## src/rtl/lkv_pkg.sv

```systemverilog
// shared constants and types for the lru key-value cache
package lkv_pkg;

  localparam int ENTRIES    = 16;
  localparam int KEY_BITS   = 32;
  localparam int VALUE_BITS = 32;
  localparam int CAP_W      = 5;
  localparam int CAP_RESET  = 16;

  localparam int IDX_W = (ENTRIES > 1) ? $clog2(ENTRIES) : 1;
  localparam int CNT_W = $clog2(ENTRIES + 1);
  localparam int CMP_W = (CAP_W > CNT_W) ? CAP_W : CNT_W;

  typedef logic [KEY_BITS-1:0]   key_t;
  typedef logic [VALUE_BITS-1:0] val_t;
  typedef logic [IDX_W-1:0]      rank_t;
  typedef logic [IDX_W-1:0]      idx_t;
  typedef logic [CNT_W-1:0]      cnt_t;
  typedef logic [CAP_W-1:0]      cap_t;

  typedef enum logic {
    FUNC_GET = 1'b0,
    FUNC_PUT = 1'b1
  } func_e;

  typedef struct packed {
    logic hit;
    idx_t idx;
  } match_t;

  typedef struct packed {
    logic wr_key;
    logic wr_val;
    idx_t slot;
  } upd_t;

endpackage

```

## src/rtl/lkv_match.sv

```systemverilog
// parallel key compare across all entries with hit index encode
module lkv_match (
  input  logic [lkv_pkg::ENTRIES-1:0]              valid_i,
  input  lkv_pkg::key_t [lkv_pkg::ENTRIES-1:0]     keys_i,
  input  lkv_pkg::key_t                            key_i,
  output lkv_pkg::match_t                          match_o
);
  import lkv_pkg::*;

  logic [ENTRIES-1:0] hit_vec;

  // valid keys are unique, so at most one bit of hit_vec is set
  always_comb begin
    match_o = '0;
    for (int i = 0; i < ENTRIES; i++) begin
      hit_vec[i] = valid_i[i] && (keys_i[i] == key_i);
      if (hit_vec[i]) begin
        match_o.idx = match_o.idx | IDX_W'(i);
      end
    end
    match_o.hit = |hit_vec;
  end

endmodule

```

## src/rtl/lkv_repl.sv

```systemverilog
// recency rank update, victim choice and free slot choice
module lkv_repl (
  input  logic                                   req_vld_i,
  input  lkv_pkg::func_e                         func_i,
  input  lkv_pkg::match_t                        match_i,
  input  logic [lkv_pkg::ENTRIES-1:0]            valid_i,
  input  lkv_pkg::rank_t [lkv_pkg::ENTRIES-1:0]  ranks_i,
  input  lkv_pkg::cnt_t                          count_i,
  input  lkv_pkg::cap_t                          cap_i,
  output logic [lkv_pkg::ENTRIES-1:0]            valid_d_o,
  output lkv_pkg::rank_t [lkv_pkg::ENTRIES-1:0]  ranks_d_o,
  output lkv_pkg::cnt_t                          count_d_o,
  output lkv_pkg::upd_t                          upd_o
);
  import lkv_pkg::*;

  logic [CMP_W-1:0]   eff_cap;
  logic               evict;
  rank_t              hit_rank;
  rank_t              last_rank;
  logic [ENTRIES-1:0] victim_oh;
  logic [ENTRIES-1:0] kept;
  logic               free_ok;
  idx_t               free_slot;

  always_comb begin
    hit_rank  = ranks_i[match_i.idx];
    eff_cap   = (CMP_W'(cap_i) > CMP_W'(ENTRIES)) ? CMP_W'(ENTRIES) : CMP_W'(cap_i);
    if (eff_cap == '0) begin
      eff_cap = CMP_W'(1);
    end
    evict     = (CMP_W'(count_i) >= eff_cap);
    // valid ranks are always a permutation of 0 .. count-1
    last_rank = IDX_W'(count_i - CNT_W'(1));

    for (int i = 0; i < ENTRIES; i++) begin
      victim_oh[i] = evict && valid_i[i] && (ranks_i[i] == last_rank);
    end
    kept = valid_i & ~victim_oh;

    free_ok   = 1'b0;
    free_slot = '0;
    for (int i = ENTRIES - 1; i >= 0; i--) begin
      if (!kept[i]) begin
        free_ok   = 1'b1;
        free_slot = IDX_W'(i);
      end
    end

    valid_d_o = valid_i;
    ranks_d_o = ranks_i;
    count_d_o = count_i;
    upd_o     = '0;

    if (req_vld_i) begin
      if (match_i.hit) begin
        // hit: entries more recent than the hit age by one
        for (int i = 0; i < ENTRIES; i++) begin
          if (valid_i[i] && (ranks_i[i] < hit_rank)) begin
            ranks_d_o[i] = ranks_i[i] + 1'b1;
          end
        end
        ranks_d_o[match_i.idx] = '0;
        if (func_i == FUNC_PUT) begin
          upd_o.wr_val = 1'b1;
          upd_o.slot   = match_i.idx;
        end
      end else if (func_i == FUNC_PUT) begin
        // miss on put: evict if full, then insert as most recent
        valid_d_o = kept;
        count_d_o = count_i - CNT_W'(|victim_oh);
        for (int i = 0; i < ENTRIES; i++) begin
          if (victim_oh[i]) begin
            ranks_d_o[i] = '0;
          end
        end
        if (free_ok) begin
          for (int i = 0; i < ENTRIES; i++) begin
            if (kept[i]) begin
              ranks_d_o[i] = ranks_i[i] + 1'b1;
            end
          end
          ranks_d_o[free_slot] = '0;
          valid_d_o[free_slot] = 1'b1;
          count_d_o            = count_d_o + CNT_W'(1);
          upd_o.wr_key         = 1'b1;
          upd_o.wr_val         = 1'b1;
          upd_o.slot           = free_slot;
        end
      end
    end
  end

endmodule

```

## src/rtl/lru_key_value_cache_unit.sv

```systemverilog
// top level of the fully associative lru key-value cache
// One request (get or put) is taken in every clock cycle: busy_o stays low and
// start_i may be held high on consecutive cycles. A request is registered at the
// edge where it is taken and looked up against all entries in the next cycle,
// which also updates the recency ranks; a get's result is then registered, sits
// on done_o, found_o and read_value_o for one cycle only and cannot be stalled by
// the receiver. Puts give no result. A request sees every earlier request's
// effect. A miss returns found_o low and read_value_o zero. Capacity is loaded
// through cfg_we_i / cfg_wdata_i; the user must load it only while no request is
// in flight, which the block does not enforce. Values above 16 act as 16 and zero
// acts as 1. Reset empties the cache.
module lru_key_value_cache_unit (
  input  logic                                clk_i,
  input  logic                                rst_ni,
  input  logic                                start_i,
  output logic                                busy_o,
  input  logic                                func_i,
  input  logic signed [lkv_pkg::KEY_BITS-1:0]   key_i,
  input  logic signed [lkv_pkg::VALUE_BITS-1:0] value_i,
  input  logic                                cfg_we_i,
  input  logic [lkv_pkg::CAP_W-1:0]           cfg_wdata_i,
  output logic                                done_o,
  output logic                                found_o,
  output logic signed [lkv_pkg::VALUE_BITS-1:0] read_value_o
);
  import lkv_pkg::*;

  // request register
  logic  req_vld_q;
  func_e func_q;
  key_t  key_q;
  val_t  value_q;

  // cache state
  logic [ENTRIES-1:0]  valid_q, valid_d;
  rank_t [ENTRIES-1:0] ranks_q, ranks_d;
  cnt_t                count_q, count_d;
  cap_t                cap_q;
  key_t                keys_q [ENTRIES];
  val_t                vals_q [ENTRIES];
  key_t [ENTRIES-1:0]  keys_flat;

  // result register
  logic done_q;
  logic found_q;
  val_t read_value_q;

  match_t match;
  upd_t   upd;
  logic   accept;

  assign accept = start_i && !busy_o;
  assign busy_o = 1'b0;

  always_comb begin
    for (int i = 0; i < ENTRIES; i++) begin
      keys_flat[i] = keys_q[i];
    end
  end

  lkv_match u_match (
    .valid_i (valid_q),
    .keys_i  (keys_flat),
    .key_i   (key_q),
    .match_o (match)
  );

  lkv_repl u_repl (
    .req_vld_i (req_vld_q),
    .func_i    (func_q),
    .match_i   (match),
    .valid_i   (valid_q),
    .ranks_i   (ranks_q),
    .count_i   (count_q),
    .cap_i     (cap_q),
    .valid_d_o (valid_d),
    .ranks_d_o (ranks_d),
    .count_d_o (count_d),
    .upd_o     (upd)
  );

  always_ff @(posedge clk_i or negedge rst_ni) begin
    if (!rst_ni) begin
      req_vld_q <= 1'b0;
      done_q    <= 1'b0;
      valid_q   <= '0;
      ranks_q   <= '0;
      count_q   <= '0;
      cap_q     <= CAP_W'(CAP_RESET);
    end else begin
      req_vld_q <= accept;
      done_q    <= req_vld_q && (func_q == FUNC_GET);
      valid_q   <= valid_d;
      ranks_q   <= ranks_d;
      count_q   <= count_d;
      if (cfg_we_i) begin
        cap_q <= cfg_wdata_i;
      end
    end
  end

  always_ff @(posedge clk_i) begin
    if (accept) begin
      func_q  <= func_e'(func_i);
      key_q   <= key_t'(key_i);
      value_q <= val_t'(value_i);
    end
    if (upd.wr_key) begin
      keys_q[upd.slot] <= key_q;
    end
    if (upd.wr_val) begin
      vals_q[upd.slot] <= value_q;
    end
    if (req_vld_q) begin
      found_q      <= match.hit;
      read_value_q <= match.hit ? vals_q[match.idx] : '0;
    end
  end

  assign done_o       = done_q;
  assign found_o      = found_q;
  assign read_value_o = read_value_q;

endmodule

```

## config.mk

```make
export PLATFORM = sky130hd
export DESIGN_NAME = lru_key_value_cache_unit
export DESIGN_NICKNAME = d
export VERILOG_FILES = /design/src/rtl/lkv_pkg.sv /design/src/rtl/lkv_match.sv /design/src/rtl/lkv_repl.sv /design/src/rtl/lru_key_value_cache_unit.sv
export SDC_FILE = /design/constraint.sdc
export NUM_CORES = 2
export LEC_CHECK = 0
export ABC_AREA = 0
export BUFFER_PORTS_ARGS = -buffer_cell sky130_fd_sc_hd__buf_2
export CAP_MARGIN = 20
export CORE_AREA = 10 10 437 439
export DETAILED_ROUTE_END_ITERATION = 10
export DIE_AREA = 0 0 447 449
export GPL_TIMING_DRIVEN = 0
export PLACE_DENSITY = 0.43
export SETUP_SLACK_MARGIN = 0.1
export SYNTH_ARGS = -nofsm -noshare
export SYNTH_HDL_FRONTEND = slang
export SYNTH_SLANG_ARGS = --single-unit
export TNS_END_PERCENT = 30
```

## constraint.sdc

```tcl
create_clock -name clk_i -period 8.97 [get_ports clk_i]
set_input_delay 1.3455 -clock clk_i [delete_from_list [all_inputs] [get_ports clk_i]]
set_output_delay 1.3455 -clock clk_i [all_outputs]
set_load 0.05 [all_outputs]
```

### After elaboration in Yosys (flattened, before gate mapping)

Memories as Yosys holds them, arrays and structs flattened. A register that Yosys moved wholly into a read port is not among the register bits.
Cells that the tools add are included.

* multiplexer cells: 216
* order comparisons: 22
* add/sub/neg operators: 19
* reduce and logical (&&, ||, !) cells: 74
* eq/ne operators: 32
* bitwise logic cells: 9

Operators by type and width (count)
* $mux W4: 171
* $eq A32 B32 Y1: 16
* $mux W64: 3
* $and A64 B64 Y64: 2
* $not A64 Y64: 2
* $logic_and A1 B1 Y1: 67
* $add A4 B1 Y4 const B: 16
* $eq A4 B4 Y1: 16
* $lt A4 B4 Y1: 16
* $demux W4 S4: 2
* $reduce_or A16 Y1: 2
* $mux W5: 5
* $mux W1: 23
* $mux W6: 3
* $and A16 B16 Y16: 1
* $bmux W4 S4: 1
* $mux W16: 1
* $not A16 Y16: 1
* $or A16 B16 Y16: 1
* $mux W3: 4
* $lt A4 B5 Y1 const B: 2
* $ge A4 B1 Y1 const B: 2
* $add A5 B1 Y5 const B: 1
* $ge A5 B5 Y1: 1
* other kinds (11): 13

* register bits after elaboration: 158
* bits in writable memories: 1024
* memories kept: 2

Memory list
* keys_q: depth 16, width 32, rd ports 16, clocked after memory_dff 0, wr ports 1, line lru_key_value_cache_unit.sv:39 `key_t keys_q [ENTRIES];`
* vals_q: depth 16, width 32, rd ports 1, clocked after memory_dff 1, wr ports 1, line lru_key_value_cache_unit.sv:40 `val_t vals_q [ENTRIES];`

### Depth between registers and ports, before layout

* word-level depth: 34
* gate-level depth with buffers: 26
* depth with buffers taken out: 21

### By module

A second synthesis with hierarchy kept.

* cells, all modules: 3644
* area total of the unflattened synthesis: 54409.7 um2

By module, submodules not included
* lru_key_value_cache_unit: sequential area each 35995.8 um2, instances 1, cells an instance 1785, area each 40766.6 um2
* lkv_repl: sequential area each 0.0 um2, instances 1, cells an instance 1076, area each 7507.2 um2
* lkv_match: sequential area each 0.0 um2, instances 1, cells an instance 783, area each 6135.9 um2

### Worst setup path after synthesis

Ideal clock, no wire load.

* kind: register to register
* start point: register count_q[0]
* end point: memory vals_q[0][0] (netlist name) (enable)
* data required time: 8469 ps
* slack: 1190 ps
* stages on the path, launching flop included: 20
* setup time: 501 ps
* arrival time: 7278 ps
* buffers on the path: 4
* cell sequence: dfrtp_1 -> buf_4 -> buf_1 -> inv_1 -> ha_1 -> clkbuf_1 -> buf_2 -> xor2_1 -> nand3_1 -> or3b_2 -> o21ai_0 -> a31oi_1 -> o211a_1 -> a21oi_1 -> nor2_1 -> nor2_1 -> or3_1 -> a21o_1 -> nand2_1 -> nor4_1

* longest elaborated chain between the ends: 27
* elaborated cells on any way between the ends: 90
* those cells by class: 1 x add/sub; 1 x order compare; 16 x eq/ne; 38 x mux; 2 x bitwise; 32 x reduce/logical

Ends and longest elaborated chain
* start, declared: line lru_key_value_cache_unit.sv:37 `cnt_t count_q, count_d;`
* start signal, assigned: line lru_key_value_cache_unit.sv:95 `count_q <= count_d;`
* $sub A4 B1 Y4 / $ge A5 B5 Y1 (equally long branches): line lkv_repl.sv:34, lkv_repl.sv:32
* $eq A4 B4 Y1 / $logic_and A1 B1 Y1 (equally long branches): line lkv_repl.sv:37 `victim_oh[i] = evict && valid_i[i] && (ranks_i[i] == last_rank);`
* $logic_and A1 B1 Y1: line lkv_repl.sv:37
* $not A16 Y16 (*): line lkv_repl.sv:39 `kept = valid_i & ~victim_oh;`
* $and A16 B16 Y16 (*): line lkv_repl.sv:39
* $mux W1 (16 in series): line lkv_repl.sv:44 `if (!kept[i]) begin`
* $mux W6 (*): line lkv_repl.sv:77 `if (free_ok) begin`
* $mux W6 (*): line lkv_repl.sv:68 `end else if (func_i == FUNC_PUT) begin`
* $mux W5 (*): line lkv_repl.sv:56 `if (match_i.hit) begin`
* $mux W6 (*): line lkv_repl.sv:55 `if (req_vld_i) begin`
* $mux W1: line lru_key_value_cache_unit.sv:111 `if (upd.wr_val) begin`
* $mux W1 (not written as such): line lru_key_value_cache_unit.sv:112 `vals_q[upd.slot] <= value_q;`
* end, declared: line lru_key_value_cache_unit.sv:40

Mark *: on every way between the ends. The rest lies on a longest branch, timed or not.

### Final worst setup path

* start point: register key_q[1]
* end point: register ranks_q[22] (netlist name)

* longest elaborated chain between the ends: 26
* elaborated cells on any way between the ends: 65
* those cells by class: 3 x order compare; 16 x eq/ne; 23 x mux; 2 x bitwise; 21 x reduce/logical

Ends and longest elaborated chain
* start, declared: line lru_key_value_cache_unit.sv:31 `key_t key_q;`
* start signal, assigned: line lru_key_value_cache_unit.sv:105 `key_q <= key_t'(key_i);`
* $eq A32 B32 Y1: line lkv_match.sv:16 `hit_vec[i] = valid_i[i] && (keys_i[i] == key_i);`
* $logic_and A1 B1 Y1: line lkv_match.sv:16
* $mux W1: line lkv_match.sv:17 `if (hit_vec[i]) begin`
* $mux W2 (2 in series): line lkv_match.sv:17
* $mux W3 (4 in series): line lkv_match.sv:17
* $mux W4 (8 in series): line lkv_match.sv:17
* $bmux W4 S4: line lkv_repl.sv:27 `hit_rank = ranks_i[match_i.idx];`
* $mux W4 (not written as such): line lkv_repl.sv:27
* $lt A4 B4 Y1: line lkv_repl.sv:59 `if (valid_i[i] && (ranks_i[i] < hit_rank)) begin`
* $logic_and A1 B1 Y1: line lkv_repl.sv:59
* $mux W4: line lkv_repl.sv:59
* $mux W4: line lkv_repl.sv:56
* $mux W4: line lkv_repl.sv:55
* $and A64 B64 Y64 (no line)
* $mux W64: line lkv_repl.sv:56
* end signal, assigned: line lru_key_value_cache_unit.sv:94 `ranks_q <= ranks_d;`
* end, declared: line lru_key_value_cache_unit.sv:36 `rank_t [ENTRIES-1:0] ranks_q, ranks_d;`

Parallel ways exist; a longest one is shown, timed or not. The select of a mux whose other input is x is not followed.
A chain may end at the register's enable or synchronous reset.

==> flow_metrics.tcl <==
set metrics [dict create \
    critical_path.cell_chain "buf_2, buf_2, xnor2_1, nand4_1, nor4_2, nand4_1, o41ai_2, nor4_4, clkbuf_2, clkdlybuf4s15_2, clkbuf_2, mux2i_1, nand2_1, o21ai_0, a21oi_1, o221ai_4, ha_1, or4b_2, o31ai_1, nand3_1, o21a_1, o31ai_1" \
    worstSkewPairLatency_ns 0.80 \
    holdWs_ns 0.473 \
    ctsHoldBuffers 0 \
    layout-drive-gt1-share_pct 12.8 \
    grt_pass1_vias 33737 \
    num_io_pins 109 \
    dieArea_um2 201000 \
    synth.net_count 4043 \
    p_switching_w 0.00404 \
    worstSetupEndpointType "flip-flop" \
    fin_nets 4387 \
    vias 34165 \
    via_per_inst 5.07 \
    power.density_nw_per_um2 225 \
    grt_pass1_wl_um 263000 \
    synth_cell_type_count 85 \
    period_minus_slack_ns 8.57 \
    drt_iter0_drc 2946 \
    ys_seq_area_share_pct 66.3 \
    h-tree-depth 4 \
    cts_tree "done" \
    hold_viol 0 \
    status "finished clean" \
    initial_core_util_pct 29.8 \
    synthTopCellsByArea "edfxtp_1 (62%), xnor2_1 (4.9%), xor2_1 (4.4%), dfrtp_1 (4.2%), mux2i_1 (3.7%)" \
    die_w_um 447 \
    syn_inst 3896 \
    cp-start-kind "flip-flop" \
    clockRootBuffer "clkbuf_16" \
    setup_viol 0 \
    syn2layout_area_growth_pct 18.2 \
    required_ns 9.67 \
    core_area_um2 182000 \
    ys_ff_latch 1214 \
    antenna_found_initial 7 \
    hpwl_um 129000 \
    slew_headroom_pct 18.3 \
    cts_buffers 143 \
    grt_max_degree 50 \
    ir_drop_v 0.000182 \
    synth_ff_type "edfxtp_1" \
    crit_buf_inv 5 \
    tightest_slew_ns 1.22 \
    p_leak_nw 22.6 \
    slew_violations 0 \
    crit_fanout 16 \
    crit_family "buffers and inverters" \
    cpPeakStageDelay_ns 0.79 \
    critPathSlowestCell "edfxtp_1" \
    rsz0062_at_grt "false" \
    cts_buffer_depth 3 \
    seqPwrFrac_pct 46.1 \
    fmax_mhz 117 \
    routed_wl_um 188000 \
    fin_tns_setup_ns 0 \
    syn_area_um2 54300 \
    synth_edf_count 1122 \
    post-route-period-util_pct 95.5 \
    synth_area_per_cell_um2 13.9 \
    rows 157 \
    combPwrFrac_pct 15.2 \
    async_flop_share_pct 7.58 \
    grt_usage_pct 18.3 \
    min_path_type "primary input to asynchronous set/reset pin" \
    crit_type "flip-flop to flip-flop" \
    synth_top_area_share_pct 62.1 \
    crit_arrival_ns 9.27 \
    drt_first_pass_iters 8 \
    grt_overflow 0 \
    yosysTopAreaCell "edfxtp_1" \
    swShare_pct 27.9 \
    gp_congestion 0.922 \
    p_int_w 0.0104 \
    cts.sinks 1214 \
    skew_ns 0.0316 \
    p_clk_share_pct 38.7 \
    maxCapViolCount 0 \
    postRouteAntennaNets 0 \
    drc 0 \
    portBuffers 107 \
    yosysWarnings 0 \
    clk_pin_slew_ns 0.06 \
    wl_per_cell_um 27.9 \
    die_h_um 449 \
    fill_cells 17717 \
]
power by group through the flow:
stage / Clock [W] / Combinational [W] / Sequential (W)
final: 0.00560 / 0.00219 / 0.00666
after CTS: 0.00573 / 0.00216 / 0.00667
after floorplan: 0 / 0.00126 / 0.00672
after detailed placement: 0 / 0.00209 / 0.00682
after global routing: 0.00595 / 0.00236 / 0.00668
after global placement: 0 / 0.00192 / 0.00688
registers in the layout, summed over array words and instances (netlist names):
name / cells
cap_q: 5
ranks_q: 64
done_o: 1
count_q: 5
vals_q: 512
keys_q: 512
found_o: 1
read_value_o: 32
valid_q: 16
key_q: 32
value_q: 32
func_q: 1
req_vld_q: 1
per-layer routing:
| layer | global-route usage, % | share of wire (%) | vias up |
|---|---|---|---|
| met5 | 0 | 0.020 | - |
| met1 | 24.3 | 44 | 17447 |
| li1 | - | - | 15409 |
| met3 | 2.94 | 5.1 | 301 |
| met2 | 30.3 | 48 | 1002 |
| met4 | 5.84 | 3.2 | 6 |
cell usage after synthesis (11+ instances only):
| cell type | number |
|---|---|
| buf_2 | 75 |
| a21o_1 | 11 |
| a22oi_1 | 23 |
| a211oi_1 | 107 |
| xnor2_1 | 301 |
| buf_1 | 25 |
| or4_1 | 11 |
| nand4_1 | 108 |
| edfxtp_1 | 1122 |
| nor2b_1 | 93 |
| and3_1 | 20 |
| mux2i_1 | 200 |
| xor2_1 | 275 |
| nor4_1 | 70 |
| o21a_1 | 11 |
| mux2_2 | 16 |
| nor2_1 | 133 |
| a21oi_1 | 182 |
| dfrtp_1 | 91 |
| a31oi_1 | 25 |
| o31ai_1 | 15 |
| nand2_1 | 222 |
| ha_1 | 73 |
| nor3_1 | 71 |
| clkbuf_1 | 116 |
| nand3_1 | 61 |
| inv_1 | 48 |
| a22o_1 | 12 |
| o211ai_1 | 12 |
| a32oi_1 | 34 |
| or3_1 | 20 |
| nand2b_1 | 17 |
| o21ai_0 | 150 |
layout by cell type, fill, tap and decap left out, types with 101 or more instances in the layout:
| cell | instances |
|---|---|
| edfxtp_1 | 1122 |
| xnor2_1 | 301 |
| xor2_1 | 275 |
| nand2_1 | 222 |
| mux2i_1 | 200 |
| a21oi_1 | 182 |
| buf_2 | 181 |
| o21ai_0 | 150 |
| clkbuf_1 | 149 |
| clkbuf_16 | 143 |
| nand4_1 | 108 |
| a211oi_1 | 107 |
| nor2_1 | 101 |
final timing paths:
kind / startpoint / endpoint / slack, ns / cells after the start
min: rst_ni / done_o / 0.47 / 1
min reg2reg: count_q[4] / count_q[4] / 0.47 / 1
min in group clk_i: count_q[4] / count_q[4] / 0.47 / 1
max in group asynchronous: rst_ni / ranks_q[1] / 7.79 / 2
max reg2reg: key_q[1] / ranks_q[22] / 0.40 / 22
max: key_q[1] / ranks_q[22] / 0.40 / 22
cell type report:
| cell class | instances | area (um2) | share of cell area [%] |
|---|---|---|---|
| antenna | 1 | 2.50 | 0.00390 |
| buffer | 226 | 1010 | 1.58 |
| clock buffer | 184 | 3760 | 5.86 |
| clock inverter | 74 | 641 | 0.998 |
| inverter | 49 | 184 | 0.287 |
| multi-input combinational | 2407 | 17400 | 27.1 |
| sequential | 1214 | 36000 | 56.1 |
| tap | 2385 | 2980 | 4.65 |
| timing repair buffer | 199 | 2200 | 3.42 |
logic make-up (layout without fill, tap and decap cells):
kind of cell	Yosys count	after routing	synth area share [%]
flip-flops	1214	1214	66.3
buffers and inverters	275	732	2.17
AO/OA/AOI/OAI	659	659	7.84
other	1	2	0.00691
adder cells (fa/ha/maj)	73	73	1.68
AND/OR/NAND/NOR	873	873	8.31
multiplexers	216	216	4.02
XOR/XNOR	585	585	9.65
worst reg2reg max path, cell delays in order, from the launching register on:
cell and delay [ns]:
edfxtp_1 0.79, buf_2 0.44, buf_2 0.59, xnor2_1 0.15, nand4_1 0.14, nor4_2 0.10
nand4_1 0.24, o41ai_2 0.22, nor4_4 0.76, clkbuf_2 0.55, clkdlybuf4s15_2 0.62, clkbuf_2 0.53
mux2i_1 0.25, nand2_1 0.11, o21ai_0 0.10, a21oi_1 0.45, o221ai_4 0.54, ha_1 0.40
or4b_2 0.64, o31ai_1 0.29, nand3_1 0.16, o21a_1 0.23, o31ai_1 0.19
metrics by stage:
stage,worst slack (ns),area (um2),power [W],utilization [%],instances
after floorplan,1.19,54300,0.00799,-,3896
after global placement,-5.44,57800,0.00880,31.7,6388
after detailed placement,-1.22,59500,0.00892,32.6,6451
after CTS,0.168,64000,0.0146,35.1,6725
after global routing,0.110,64200,0.0150,35.2,6738
final,0.402,64200,0.0145,35.2,6739
timing repair:
item	4_1_cts	5_1_grt
endpoints found under the setup margin	64	52
resized for setup	9	6
buffers inserted	16	11
Note: power is estimated with default switching activity, not from simulation.
